## config.mk

```make
export PLATFORM = sky130hd
export DESIGN_NAME = indexed_timeout_min_heap
export DESIGN_NICKNAME = d
export VERILOG_FILES = /design/src/itmh_pkg.sv /design/src/itmh_ram.sv /design/src/itmh_ctrl.sv /design/src/itmh_datapath.sv /design/src/indexed_timeout_min_heap.sv
export SDC_FILE = /design/constraint.sdc
export NUM_CORES = 2
export LEC_CHECK = 0
export BUFFER_PORTS_ARGS = -buffer_cell sky130_fd_sc_hd__buf_4
export CORE_ASPECT_RATIO = 1.4
export CORE_MARGIN = 2
export CORE_UTILIZATION = 30
export DETAILED_ROUTE_END_ITERATION = 10
export PLACE_DENSITY = 0.5
export SYNTH_ARGS = -nofsm -noshare
export SYNTH_HDL_FRONTEND = slang
export SYNTH_SLANG_ARGS = --single-unit
```

## constraint.sdc

```tcl
create_clock -name clk_i -period 13.6 [get_ports clk_i]
set_input_delay 1.36 -clock clk_i [delete_from_list [all_inputs] [get_ports clk_i]]
set_output_delay 1.36 -clock clk_i [all_outputs]
set_load 0.05 [all_outputs]
```

## src/itmh_pkg.sv

```systemverilog
`timescale 1ns / 1ps

package itmh_pkg;

  localparam int HEAP_DEPTH    = 64;
  localparam int EVENT_HANDLES = 64;
  localparam int KEY_W         = 32;
  localparam int ID_W          = 6;
  localparam int SLOT_AW       = $clog2(HEAP_DEPTH);
  localparam int CNT_W         = $clog2(HEAP_DEPTH + 1);
  localparam int SLOT_W        = ID_W + KEY_W;
  localparam int IN_W          = 40;
  localparam int OUT_W         = 56;

  typedef enum logic [1:0] {
    OP_INSERT = 2'd0,
    OP_REMOVE = 2'd1,
    OP_POP    = 2'd2,
    OP_CLEAR  = 2'd3
  } op_e;

  typedef enum logic [2:0] {
    ST_DONE       = 3'd0,
    ST_ALREADY    = 3'd1,
    ST_NOT_QUEUED = 3'd2,
    ST_EMPTY      = 3'd3,
    ST_FULL       = 3'd4
  } status_e;

  typedef enum logic [3:0] {
    CMD_NONE,
    CMD_ACCEPT,
    CMD_INS,
    CMD_RM_RD,
    CMD_RM_GOT,
    CMD_POP_RD,
    CMD_POP_GOT,
    CMD_CLR,
    CMD_UP_RD,
    CMD_UP_MOVE,
    CMD_DN_RD,
    CMD_DN_MOVE,
    CMD_PLACE,
    CMD_TOP_RD,
    CMD_LOAD
  } dp_cmd_e;

  typedef enum logic [3:0] {
    S_IDLE,
    S_DECODE,
    S_RM_GOT,
    S_POP_GOT,
    S_UP_RD,
    S_UP_CMP,
    S_DN_RD,
    S_DN_CMP,
    S_TOP_RD,
    S_LOAD
  } state_e;

  typedef struct packed {
    dp_cmd_e cmd;
    status_e code;
  } dp_ctrl_t;

  typedef struct packed {
    op_e  op;
    logic vhit;
    logic full;
    logic empty;
    logic count_zero;
    logic at_zero;
    logic left_oob;
    logic up_less;
    logic dn_go;
    logic rm_last;
    logic pos_zero;
    logic out_busy;
  } dp_status_t;

endpackage

```

## src/itmh_ram.sv

```systemverilog
`timescale 1ns / 1ps

module itmh_ram #(
  parameter int WIDTH = 8,
  parameter int DEPTH = 64,
  parameter int AW    = $clog2(DEPTH)
) (
  input  logic             clk_i,
  input  logic             we_i,
  input  logic [AW-1:0]    waddr_i,
  input  logic [WIDTH-1:0] wdata_i,
  input  logic [AW-1:0]    raddr_a_i,
  output logic [WIDTH-1:0] rdata_a_o,
  input  logic [AW-1:0]    raddr_b_i,
  output logic [WIDTH-1:0] rdata_b_o
);

  logic [WIDTH-1:0] mem_q [DEPTH];

  always_ff @(posedge clk_i) begin
    if (we_i) begin
      mem_q[waddr_i] <= wdata_i;
    end
    rdata_a_o <= mem_q[raddr_a_i];
    rdata_b_o <= mem_q[raddr_b_i];
  end

endmodule

```

## src/itmh_ctrl.sv

```systemverilog
`timescale 1ns / 1ps

module itmh_ctrl (
  input  logic                clk_i,
  input  logic                rst_ni,
  input  logic                s_tvalid_i,
  output logic                s_tready_o,
  input  itmh_pkg::dp_status_t st_i,
  output itmh_pkg::dp_ctrl_t   ctrl_o
);
  import itmh_pkg::*;

  state_e  state_q, state_d;
  status_e code_q, code_d;
  logic    from_rm_q, from_rm_d;

  always_ff @(posedge clk_i or negedge rst_ni) begin
    if (!rst_ni) begin
      state_q   <= S_IDLE;
      code_q    <= ST_DONE;
      from_rm_q <= 1'b0;
    end else begin
      state_q   <= state_d;
      code_q    <= code_d;
      from_rm_q <= from_rm_d;
    end
  end

  always_comb begin
    state_d     = state_q;
    code_d      = code_q;
    from_rm_d   = from_rm_q;
    ctrl_o.cmd  = CMD_NONE;
    ctrl_o.code = code_q;
    s_tready_o  = (state_q == S_IDLE);
    case (state_q)
      S_IDLE: begin
        if (s_tvalid_i) begin
          ctrl_o.cmd = CMD_ACCEPT;
          code_d     = ST_DONE;
          from_rm_d  = 1'b0;
          state_d    = S_DECODE;
        end
      end
      S_DECODE: begin
        case (st_i.op)
          OP_INSERT: begin
            if (st_i.vhit) begin
              code_d  = ST_ALREADY;
              state_d = S_TOP_RD;
            end else if (st_i.full) begin
              code_d  = ST_FULL;
              state_d = S_TOP_RD;
            end else begin
              ctrl_o.cmd = CMD_INS;
              state_d    = S_UP_RD;
            end
          end
          OP_REMOVE: begin
            if (!st_i.vhit) begin
              code_d  = ST_NOT_QUEUED;
              state_d = S_TOP_RD;
            end else begin
              ctrl_o.cmd = CMD_RM_RD;
              state_d    = S_RM_GOT;
            end
          end
          OP_POP: begin
            if (st_i.empty) begin
              code_d  = ST_EMPTY;
              state_d = S_TOP_RD;
            end else begin
              ctrl_o.cmd = CMD_POP_RD;
              state_d    = S_POP_GOT;
            end
          end
          default: begin
            ctrl_o.cmd = CMD_CLR;
            state_d    = S_TOP_RD;
          end
        endcase
      end
      S_RM_GOT: begin
        ctrl_o.cmd = CMD_RM_GOT;
        if (st_i.rm_last) begin
          state_d = S_TOP_RD;
        end else if (st_i.pos_zero) begin
          state_d = S_DN_RD;
        end else begin
          from_rm_d = 1'b1;
          state_d   = S_UP_RD;
        end
      end
      S_POP_GOT: begin
        ctrl_o.cmd = CMD_POP_GOT;
        state_d    = st_i.count_zero ? S_TOP_RD : S_DN_RD;
      end
      S_UP_RD: begin
        if (st_i.at_zero) begin
          ctrl_o.cmd = CMD_PLACE;
          state_d    = S_TOP_RD;
        end else begin
          ctrl_o.cmd = CMD_UP_RD;
          state_d    = S_UP_CMP;
        end
      end
      S_UP_CMP: begin
        if (st_i.up_less) begin
          ctrl_o.cmd = CMD_UP_MOVE;
          from_rm_d  = 1'b0;
          state_d    = S_UP_RD;
        end else if (from_rm_q) begin
          from_rm_d = 1'b0;
          state_d   = S_DN_RD;
        end else begin
          ctrl_o.cmd = CMD_PLACE;
          state_d    = S_TOP_RD;
        end
      end
      S_DN_RD: begin
        if (st_i.left_oob) begin
          ctrl_o.cmd = CMD_PLACE;
          state_d    = S_TOP_RD;
        end else begin
          ctrl_o.cmd = CMD_DN_RD;
          state_d    = S_DN_CMP;
        end
      end
      S_DN_CMP: begin
        if (st_i.dn_go) begin
          ctrl_o.cmd = CMD_DN_MOVE;
          state_d    = S_DN_RD;
        end else begin
          ctrl_o.cmd = CMD_PLACE;
          state_d    = S_TOP_RD;
        end
      end
      S_TOP_RD: begin
        ctrl_o.cmd = CMD_TOP_RD;
        state_d    = S_LOAD;
      end
      S_LOAD: begin
        if (!st_i.out_busy) begin
          ctrl_o.cmd = CMD_LOAD;
          state_d    = S_IDLE;
        end
      end
      default: begin
        state_d = S_IDLE;
      end
    endcase
  end

endmodule

```

## src/itmh_datapath.sv

```systemverilog
`timescale 1ns / 1ps

module itmh_datapath (
  input  logic                           clk_i,
  input  logic                           rst_ni,
  input  itmh_pkg::dp_ctrl_t             ctrl_i,
  output itmh_pkg::dp_status_t           st_o,
  input  logic [itmh_pkg::IN_W-1:0]      s_tdata_i,
  output logic                           m_tvalid_o,
  input  logic                           m_tready_i,
  output logic [itmh_pkg::OUT_W-1:0]     m_tdata_o
);
  import itmh_pkg::*;

  op_e                 op_q;
  logic [ID_W-1:0]     id_q;
  logic [KEY_W-1:0]    key_q;
  logic [SLOT_AW-1:0]  at_q, at_d;
  logic [ID_W-1:0]     cev_q, cev_d;
  logic [KEY_W-1:0]    ckey_q, ckey_d;
  logic [CNT_W-1:0]    count_q, count_d;
  logic [EVENT_HANDLES-1:0] valid_q, valid_d;
  logic                pv_q, pv_d;
  logic [ID_W-1:0]     pid_q, pid_d;
  logic                out_valid_q, out_valid_d;
  logic [OUT_W-1:0]    out_q, out_d;

  logic [SLOT_AW-1:0]  ra, rb, wa;
  logic [SLOT_W-1:0]   rd_a, rd_b, wd;
  logic                we;
  logic [ID_W-1:0]     pos_ra;
  logic [SLOT_AW-1:0]  pos_rd, pos_rd_b;
  logic [SLOT_AW-1:0]  pos_wa, pos_wd;
  logic [ID_W-1:0]     pos_wa_ev;
  logic                pos_we;

  logic [ID_W-1:0]     a_ev, b_ev, ch_ev;
  logic [KEY_W-1:0]    a_key, b_key, ch_key;
  logic [CNT_W-1:0]    cm1;
  logic [SLOT_AW-1:0]  pm1, parent;
  logic [SLOT_AW+1:0]  lft, rgt, cnt_x;
  logic                use_l;
  logic [SLOT_AW-1:0]  child;

  assign a_ev   = rd_a[SLOT_W-1:KEY_W];
  assign a_key  = rd_a[KEY_W-1:0];
  assign b_ev   = rd_b[SLOT_W-1:KEY_W];
  assign b_key  = rd_b[KEY_W-1:0];
  assign cm1    = count_q - 1'b1;
  assign pm1    = at_q - 1'b1;
  assign parent = pm1 >> 1;
  assign lft    = {1'b0, at_q, 1'b1};
  assign rgt    = {1'b0, at_q, 1'b0} + (SLOT_AW + 2)'(2);
  assign cnt_x  = (SLOT_AW + 2)'(count_q);
  assign use_l  = (rgt >= cnt_x) || (a_key < b_key);
  assign child  = use_l ? lft[SLOT_AW-1:0] : rgt[SLOT_AW-1:0];
  assign ch_ev  = use_l ? a_ev : b_ev;
  assign ch_key = use_l ? a_key : b_key;
  assign pos_wa = pos_wa_ev[SLOT_AW-1:0];

  itmh_ram #(.WIDTH(SLOT_W), .DEPTH(HEAP_DEPTH)) u_slot_ram (
    .clk_i     (clk_i),
    .we_i      (we),
    .waddr_i   (wa),
    .wdata_i   (wd),
    .raddr_a_i (ra),
    .rdata_a_o (rd_a),
    .raddr_b_i (rb),
    .rdata_b_o (rd_b)
  );

  itmh_ram #(.WIDTH(SLOT_AW), .DEPTH(EVENT_HANDLES)) u_pos_ram (
    .clk_i     (clk_i),
    .we_i      (pos_we),
    .waddr_i   (pos_wa),
    .wdata_i   (pos_wd),
    .raddr_a_i (pos_ra),
    .rdata_a_o (pos_rd),
    .raddr_b_i (pos_ra),
    .rdata_b_o (pos_rd_b)
  );

  always_ff @(posedge clk_i) begin
    if (ctrl_i.cmd == CMD_ACCEPT) begin
      op_q  <= op_e'(s_tdata_i[1:0]);
      id_q  <= s_tdata_i[7:2];
      key_q <= s_tdata_i[39:8];
    end
    at_q   <= at_d;
    cev_q  <= cev_d;
    ckey_q <= ckey_d;
    pid_q  <= pid_d;
    out_q  <= out_d;
  end

  always_ff @(posedge clk_i or negedge rst_ni) begin
    if (!rst_ni) begin
      count_q     <= '0;
      valid_q     <= '0;
      pv_q        <= 1'b0;
      out_valid_q <= 1'b0;
    end else begin
      count_q     <= count_d;
      valid_q     <= valid_d;
      pv_q        <= pv_d;
      out_valid_q <= out_valid_d;
    end
  end

  always_comb begin
    at_d        = at_q;
    cev_d       = cev_q;
    ckey_d      = ckey_q;
    count_d     = count_q;
    valid_d     = valid_q;
    pv_d        = pv_q;
    pid_d       = pid_q;
    out_d       = out_q;
    out_valid_d = out_valid_q && !m_tready_i;
    ra          = '0;
    rb          = '0;
    we          = 1'b0;
    wa          = at_q;
    wd          = {cev_q, ckey_q};
    pos_ra      = id_q;
    pos_we      = 1'b0;
    pos_wa_ev   = cev_q;
    pos_wd      = at_q;
    case (ctrl_i.cmd)
      CMD_ACCEPT: begin
        pv_d  = 1'b0;
        pid_d = '0;
      end
      CMD_INS: begin
        at_d        = count_q[SLOT_AW-1:0];
        count_d     = count_q + 1'b1;
        valid_d[id_q] = 1'b1;
        cev_d       = id_q;
        ckey_d      = key_q;
      end
      CMD_RM_RD: begin
        ra            = cm1[SLOT_AW-1:0];
        count_d       = cm1;
        valid_d[id_q] = 1'b0;
      end
      CMD_RM_GOT: begin
        at_d   = pos_rd;
        cev_d  = a_ev;
        ckey_d = a_key;
      end
      CMD_POP_RD: begin
        ra      = '0;
        rb      = cm1[SLOT_AW-1:0];
        count_d = cm1;
      end
      CMD_POP_GOT: begin
        pv_d          = 1'b1;
        pid_d         = a_ev;
        valid_d[a_ev] = 1'b0;
        cev_d         = b_ev;
        ckey_d        = b_key;
        at_d          = '0;
      end
      CMD_CLR: begin
        valid_d = '0;
        count_d = '0;
      end
      CMD_UP_RD: begin
        ra = parent;
      end
      CMD_UP_MOVE: begin
        we        = 1'b1;
        wd        = rd_a;
        pos_we    = 1'b1;
        pos_wa_ev = a_ev;
        at_d      = parent;
      end
      CMD_DN_RD: begin
        ra = lft[SLOT_AW-1:0];
        rb = rgt[SLOT_AW-1:0];
      end
      CMD_DN_MOVE: begin
        we        = 1'b1;
        wd        = {ch_ev, ch_key};
        pos_we    = 1'b1;
        pos_wa_ev = ch_ev;
        at_d      = child;
      end
      CMD_PLACE: begin
        we     = 1'b1;
        pos_we = 1'b1;
      end
      CMD_TOP_RD: begin
        ra = '0;
      end
      CMD_LOAD: begin
        out_valid_d = 1'b1;
        out_d = {count_q,
                 (count_q != '0) ? a_key : '0,
                 (count_q != '0) ? a_ev : '0,
                 (count_q != '0),
                 pid_q, pv_q, ctrl_i.code};
      end
      default: begin
      end
    endcase
  end

  assign st_o.op         = op_q;
  assign st_o.vhit       = valid_q[id_q];
  assign st_o.full       = (count_q == CNT_W'(HEAP_DEPTH));
  assign st_o.empty      = (count_q == '0);
  assign st_o.count_zero = (count_q == '0);
  assign st_o.at_zero    = (at_q == '0);
  assign st_o.left_oob   = (lft >= cnt_x);
  assign st_o.up_less    = (ckey_q < a_key);
  assign st_o.dn_go      = (ch_key < ckey_q);
  assign st_o.rm_last    = (CNT_W'(pos_rd) == count_q);
  assign st_o.pos_zero   = (pos_rd_b == '0);
  assign st_o.out_busy   = out_valid_q && !m_tready_i;

  assign m_tvalid_o = out_valid_q;
  assign m_tdata_o  = out_q;

endmodule

```

## src/indexed_timeout_min_heap.sv

```systemverilog
`timescale 1ns / 1ps

// Indexed min-heap of timer events keyed by timeout, up to 64 entries.
// The slave channel takes one command per transaction: insert, remove by
// handle, pop of the earliest event, or clear. The master channel returns
// exactly one result transaction per command with the status, the popped
// handle, the earliest entry after the command and the entry count.
// Rejected commands and clear walk no heap level; the other commands may sift,
// and the sift sequencer steps one level per read and compare pair over the
// slot memory.
// The block takes one command at a time; s_axis_tready is high only while
// it is idle. When the receiver stalls, the finished result stays in the
// output register, a new command is still taken, and it waits before its
// own result is written until the earlier one has been taken.
// Reset empties the heap and clears every queued flag at once; no
// clearing pass runs, and the block is ready as soon as reset is released.
module indexed_timeout_min_heap (
  input  logic                           clk_i,
  input  logic                           rst_ni,
  input  logic                           s_axis_tvalid,
  output logic                           s_axis_tready,
  // op[1:0], event_id[7:2], timeout_key[39:8]
  input  logic [itmh_pkg::IN_W-1:0]      s_axis_tdata,
  output logic                           m_axis_tvalid,
  input  logic                           m_axis_tready,
  // status[2:0], popped_valid[3], popped_id[9:4], top_valid[10],
  // top_id[16:11], top_key[48:17], entry_count[55:49]
  output logic [itmh_pkg::OUT_W-1:0]     m_axis_tdata
);
  import itmh_pkg::*;

  dp_ctrl_t   ctrl;
  dp_status_t st;

  itmh_ctrl u_ctrl (
    .clk_i      (clk_i),
    .rst_ni     (rst_ni),
    .s_tvalid_i (s_axis_tvalid),
    .s_tready_o (s_axis_tready),
    .st_i       (st),
    .ctrl_o     (ctrl)
  );

  itmh_datapath u_datapath (
    .clk_i      (clk_i),
    .rst_ni     (rst_ni),
    .ctrl_i     (ctrl),
    .st_o       (st),
    .s_tdata_i  (s_axis_tdata),
    .m_tvalid_o (m_axis_tvalid),
    .m_tready_i (m_axis_tready),
    .m_tdata_o  (m_axis_tdata)
  );

endmodule

```

Yosys cells after proc, flatten, opt, wreduce, memory -nomap -nowiden
Memories as Yosys holds them, arrays and structs flattened. A register that Yosys moved wholly into a read port is not among the register bits.
Cells that the tools add are included.
{ "word_totals": {"ramBits": 2816, "elab_cells": 157, "mem_count": 2, "out_inout_bits": 58, "reg_bits": 227} }
{ "memory_table": {"columns": ["name", "depth", "width", "rd", "rd_clocked_by_memory_dff", "wr", "line", "text"], "rows": [
  ["u_datapath.u_slot_ram.mem_q", 64, 38, 2, 2, 1, "itmh_ram.sv:18", "logic [WIDTH-1:0] mem_q [DEPTH];"],
  ["u_datapath.u_pos_ram.mem_q", 64, 6, 1, 1, 1, "itmh_ram.sv:18", null]
]} }
{ "classes": {"reduce_logical": 23, "muxes": 64, "n_lt_le_gt_ge": 9, "addsub": 4, "eq_ne": 34, "bitwise": 5} }
{ "ops": {"columns": ["op", "n"], "rows": [
  ["64-bit case mux with 4 select lines", 1],
  ["64-bit AND", 2],
  ["64-bit NOT", 2],
  ["32-bit less-than comparator", 3],
  ["32-bit case mux with 3 select lines", 1],
  ["4-bit case mux with 10 select lines", 2],
  ["38-bit case mux with 2 select lines", 1],
  ["4-bit 2-to-1 mux", 17],
  ["64-bit OR", 1],
  ["6-bit case mux with 2 select lines", 3],
  ["6-bit case mux with 3 select lines", 2],
  ["4-bit by 3-bit equality test with 1-bit output, second input constant", 8],
  ["4-bit equality test, second input constant", 8],
  ["32-bit 2-to-1 mux", 1],
  ["6-bit case mux with 5 select lines", 1],
  ["3-bit 2-to-1 mux", 9],
  ["4-bit case mux with 3 select lines", 2],
  ["7-bit case mux with 3 select lines", 1],
  ["4-bit by 2-bit equality test with 1-bit output, second input constant", 4],
  ["6-bit by 7-bit less-than comparator with 1-bit output, second input constant", 2],
  ["1-bit demux with 6-bit select", 2],
  ["6-bit by 1-bit >= comparator with 1-bit output, second input constant", 2],
  ["6-bit logical NOT", 2],
  ["6-bit 2-to-1 mux", 2],
  ["other kinds (38)", 60]
]} }

Depth between registers and ports, before layout
{ "logic_depth": {"depth_word": 12, "ltp_mapped": 35} }

Hierarchy
A second synthesis with hierarchy kept.
{ "hier_totals": {"cells_unflattened": 7663, "area_unflattened_um2": 146813.3} }
{ "by_module_without_submodules": {"columns": ["module", "area_each_um2", "cells_per_inst", "seq_area_each_um2", "instances"], "rows": [
  ["itmh_ram (u_datapath.u_slot_ram)", 113537.6, 5076, 74551.5, 1],
  ["itmh_ram (u_datapath.u_pos_ram)", 18258.8, 962, 11771.3, 1],
  ["itmh_datapath", 14128.6, 1514, 6211.0, 1],
  ["itmh_ctrl", 888.4, 111, 200.2, 1]
]} }

Least setup slack after synthesis
Ideal clock, no wire load.
{ "synth_timing": {"path_type": "register to register", "start": "reg u_datapath.at_q[0]", "end": "mem u_datapath.u_slot_ram.mem_q[41][0] (netlist name) (enable)", "setup_ns": 0.433, "slack_ns": 5.341, "path_stages_with_launch": 28, "t_arrival_ns": 7.825, "t_required_ns": 13.167, "period_less_slack_ns": 8.259, "cell_sequence": "edfxtp_1 > clkbuf_1 > inv_1 > ha_1 > ha_1 > a21o_1 > a211oi_1 > a21oi_1 > nor4_1 > a22oi_2 > clkbuf_1 > buf_1 > nand2_1 > o21ai_0 > ha_1 > a21oi_1 > o221ai_1 > a221oi_1 > nand4_1 > nor2_1 > mux2_2 > a21o_1 > clkbuf_1 > nor2_1 > o31a_1 > or4_1 > clkbuf_1 > nor2_1"} }
{ "synth_between": {"elab_chain_len": 12, "elab_cells_between_ends": 18} }
{ "synth_rtl": {"columns": ["item", "line", "text"], "rows": [
  ["start, declared", "itmh_datapath.sv:18", "logic [SLOT_AW-1:0] at_q, at_d;"],
  ["start signal, assigned", "itmh_datapath.sv:89", "at_q <= at_d;"],
  ["7-bit by 2-bit adder with 8-bit output", "itmh_datapath.sv:53", "assign rgt = {1'b0, at_q, 1'b0} + (SLOT_AW + 2)'(2);"],
  ["8-bit by 7-bit >= comparator with 1-bit output", "itmh_datapath.sv:55", "assign use_l = (rgt >= cnt_x) || (a_key < b_key);"],
  ["1-bit logical OR", "itmh_datapath.sv:55", null],
  ["32-bit 2-to-1 mux", "itmh_datapath.sv:58", "assign ch_key = use_l ? a_key : b_key;"],
  ["32-bit less-than comparator", "itmh_datapath.sv:217", "assign st_o.dn_go = (ch_key < ckey_q);"],
  ["3-bit 2-to-1 mux", "itmh_ctrl.sv:130", "if (st_i.dn_go) begin"],
  ["4-bit case mux with 10 select lines", "itmh_ctrl.sv:36", "case (state_q)"],
  ["4-bit equality test", "itmh_datapath.sv:129", "case (ctrl_i.cmd)"],
  ["3-bit OR reduction (no line)", null, null],
  ["1-bit 2-to-1 mux", "itmh_datapath.sv:129", null],
  ["1-bit 2-to-1 mux", "itmh_ram.sv:21", "if (we_i) begin"],
  ["1-bit 2-to-1 mux (not written as such)", "itmh_ram.sv:22", "mem_q[waddr_i] <= wdata_i;"],
  ["end, declared", "itmh_ram.sv:18", null]
]} }
Parallel ways exist; a longest one is shown, timed or not.

Worst setup path after layout
{ "layout_timing": {"start": "reg u_datapath.at_q[0]", "end": "reg u_datapath.u_slot_ram.rdata_b_o[18] (read register of u_datapath.u_slot_ram.mem_q)"} }
{ "layout_between": {"elab_chain_len": 9, "elab_cells_between_ends": 14} }
{ "layout_rtl": {"columns": ["item", "line", "text"], "rows": [
  ["7-bit by 2-bit adder with 8-bit output", "itmh_datapath.sv:53", null],
  ["8-bit by 7-bit >= comparator with 1-bit output", "itmh_datapath.sv:55", null],
  ["1-bit logical OR", "itmh_datapath.sv:55", null],
  ["32-bit 2-to-1 mux", "itmh_datapath.sv:58", null],
  ["32-bit less-than comparator", "itmh_datapath.sv:217", null],
  ["3-bit 2-to-1 mux", "itmh_ctrl.sv:130", null],
  ["4-bit case mux with 10 select lines", "itmh_ctrl.sv:36", null],
  ["4-bit equality test / 4-bit by 3-bit equality test with 1-bit output (equally long branches)", "itmh_datapath.sv:129", null],
  ["6-bit case mux with 2 select lines (*)", "itmh_datapath.sv:129", null],
  ["end, declared", "itmh_ram.sv:15", "output logic [WIDTH-1:0] rdata_b_o"]
]} }
Every way passes the cells marked *; elsewhere a longest branch is shown, timed or not.
A chain may end at the register's enable or synchronous reset.

==> results.yml <==
outcome:
  outcome: "completed"
yosys:
  synthCells: 13525
  synthArstFlopShare: 0.0259
  ys.flop_type: "edfxtp_1"
  ys_top_cells_by_area: "edfxtp_1, nand2_1, nand3_1"
  synth_top_area_cell: "edfxtp_1"
  ys_seq_area_frac: 0.624
  yosysWarnings: 0
  synth_area_per_cell_um2: 11.0
  ys_types: 96
  synth_top_area_share: 0.599
  synth_edf_count: 2962
  syn_nets: 13682
  syn_area_um2: 148000
  synth_seq_cells: 3125
detailed_routing:
  via_count: 116867
  dr.pass1.iters: 6
  viasPerCell: 5.80
  drt_drc_violations_left: 0
  wirelength_mm: 641
  drt-initial-drc-count: 14932
  drt-wirelength-per-cell_um: 31.8
  ant_nets: 0
cells_and_area:
  drive_above_1_share: 0.103
  syn_to_final_growth_pct: 12.9
  multiInputGateArea_um2: 51900
  finalNetCount: 13460
  register_area_um2: 92600
  fin_cells: 20166
  fillCellCount: 48851
timing:
  fmax_ghz: 0.0899
  setup_tns_ps: 0
  finalSetupViolations: 0
  finalCritPeriodShare: 0.818
  timing.slew.headroom: 0.0654
  finalCriticalPeriod_ps: 11120
  maxSlewViolCount: 0
  rsz0062_at_grt: "false"
  hold_violations: 0
  fin_worst_skew_ps: 58.1
  tightest_slew_ps: 1390
setup_path:
  ff2ff_setup_slack_ps: 2480
  crit_path_max_fanout: 72
  cpMostUsedCell: "buf_4"
  critPathMaxStageDelay_ps: 970
  cp_data_arrival_time_ps: 11990
  critPathKind: "reg2reg"
  start_kind: "flip-flop"
  crit_slowest_cell: "a22oi_2"
  crit_path_end_kind: "flip-flop"
  required_ps: 14470
floorplan:
  die_area_um2: 500000
  ioPinCount: 102
  coreArea_um2: 493000
  row_count: 305
  start_util: 0.301
  die_h_um: 836
  die_w_um: 598
placement:
  dp_hpwl_mm: 383
  dp.cells: 19586
  gp_congestion: 0.934
  port_buffers: 101
clocking:
  postCtsResizedCells: 0
  clk_path_buf_depth: 4
  clk_latency_ps: 970
  numCtsBuffers: 314
  ctsHoldBuffers: 0
  post_cts_buffers: 0
  cts_root_buf: "clkbuf_16"
  cts_tree: "built"
  clkTransAtPathRegs_ps: 70
  htreeDepth: 5
  cts_num_sinks: 3125
power_and_ir_drop:
  power.leakage_nw: 58.4
  powerDensity_nw_per_um2: 242
  peakVddDrop_uv: 298
grt:
  grt_pass1_vias: 110871
  grt_max_degree: 161
  grt.total_usage: 0.247
  overflow: 0
  grtUsageMet2: 0.409
  grt_busiest_layer: "met2"
  grt_first_pass_wirelength_mm: 880
  antenna_found_initial: 24
  use_met1: 0.293
  grtUsageMet3: 0.0396
worst_hold_path:
  hp-class: "in2async"
flow_run:
  maxCapViolations: 0
==> kinds of logic (layout without fill, tap and decap cells) <==
family / count (synthesis) / in the layout / share of synthesized area
xor gates and xnor gates: 23 / 23 / 0.00136
adders and majority gates: 113 / 113 / 0.00953
other: 0 / 13 / 0
AOI/OAI and AO/OA: 2276 / 2276 / 0.0994
and+or+nand+nor: 6365 / 6365 / 0.186
DFF: 3125 / 3125 / 0.624
buffers and inverters: 1176 / 1204 / 0.0335
muxes: 447 / 447 / 0.0464
==> layout by cell type, fill, tap and decap left out, types with 64 or more instances in the layout <==
master / count
nor2_1: 181
a22oi_1: 235
mux4_2: 192
dfrtp_1: 80
ha_1: 113
dfxtp_1: 82
o22ai_1: 82
buf_4: 470
nor3_1: 102
a211oi_1: 231
a21oi_1: 750
clkbuf_1: 68
inv_1: 124
nor2_4: 83
edfxtp_1: 2962
nand2_1: 4036
clkbuf_16: 321
a31oi_1: 376
o21ai_0: 191
and3_1: 475
nand3_1: 1182
mux2i_1: 248
nand4_1: 64
==> worst max-delay path, delay by kind of cell, from the launching register on <==
family / cells / cell delay, ps
simple gates: 5 / 2130
flops: 1 / 360
buf+inv: 7 / 2850
compound gates: 14 / 4390
fa+ha+maj: 3 / 1120
==> path summary, 6_finish.rpt <==
check | from | to | cells after the start
max | u_datapath.at_q[0]$_DFFE_PP_ | u_datapath.u_slot_ram.rdata_b_o[18]$_DFF_P_ | 29
min | rst_ni | u_ctrl.from_rm_q$_DFFE_PN0P_ | 1
max reg2reg | u_datapath.at_q[0]$_DFFE_PP_ | u_datapath.u_slot_ram.rdata_b_o[18]$_DFF_P_ | 29
min reg2reg | u_datapath.pid_q[2]$_SDFFCE_PN0P_ | u_datapath.m_tdata_o[6]$_DFFE_PP_ | 0
max in group asynchronous | rst_ni | u_datapath.valid_q[46]$_DFFE_PN0P_ | 2
min in group clk_i | u_datapath.pid_q[2]$_SDFFCE_PN0P_ | u_datapath.m_tdata_o[6]$_DFFE_PP_ | 0
==> registers in the layout, indices dropped and copies added (netlist names), 2 cells and up <==
signal,cells
u_datapath.count_q,7
u_datapath.u_pos_ram.mem_q,384
u_datapath.u_slot_ram.rdata_b_o,38
u_datapath.key_q,32
u_datapath.id_q,6
u_datapath.cev_q,6
u_datapath.u_pos_ram.rdata_b_o,6
u_datapath.ckey_q,32
u_datapath.u_slot_ram.rdata_a_o,38
u_datapath.at_q,6
u_datapath.op_q,2
u_ctrl.state_q,4
u_datapath.valid_q,64
u_datapath.pid_q,6
u_datapath.u_slot_ram.mem_q,2432
u_ctrl.code_q,3
u_datapath.m_tdata_o,56
==> per-layer routing <==
layer / vias to the layer above / share of wire
met3: 1670 / 0.081
li1: 49348 / -
met4: 10 / 0.080
met1: 59475 / 0.36
met5: - / 0.000087
met2: 6364 / 0.48
==> cell type report <==
class,count,share of cell area
flip-flops and latches,3125,0.553
multi-input cells,9224,0.310
repair buffers,504,0.0250
well taps,6600,0.0493
clock inverters,165,0.0100
diodes,13,0.000194
clock buffers,401,0.0504
inverters,134,0.00301
==> power by group <==
| group | internal, mW | switching [mW] | leakage [nW] |
|---|---|---|---|
| registers | 12.5 | 0.674 | 28.5 |
| clock network | 5.00 | 3.96 | 4.93 |
| logic | 4.87 | 13.6 | 25.1 |
| total | 22.3 | 18.2 | 58.4 |
==> stage by stage <==
step                total power [mW]   util  hold slack [ps]  setup WS [ps]  instance area (um^2)
detailed placement              31.4  0.320              405           2750                157000
finish                          40.6  0.340              291           2480                168000
global placement                31.5  0.320              402           2800                157000
CTS                             40.3  0.340              213           2730                168000
floorplan                       23.8      -              400           5340                148000
global route                    42.0  0.340              283           2000                168000
==> cells in the mapped netlist (18+ instances only) <==
library cell / instances
nand3_1: 1188
nor2_1: 264
buf_1: 132
a31oi_1: 376
a31o_2: 30
nand4_1: 64
and3_1: 475
o211ai_1: 26
a22o_1: 18
mux2i_1: 248
nor3_1: 107
a211oi_1: 232
a221o_1: 47
clkbuf_1: 515
dfrtp_1: 81
buf_2: 375
dfxtp_1: 82
mux4_2: 192
nand2_1: 4044
nor4_1: 65
a32oi_1: 30
a21oi_1: 750
o31a_1: 35
inv_1: 132
o21ai_0: 192
a22oi_1: 235
o2111ai_1: 53
a221oi_1: 34
o22ai_1: 83
or4_1: 50
edfxtp_1: 2962
nand2b_1: 20
ha_1: 113
No activity file was read; power rests on OpenSTA's default activity.
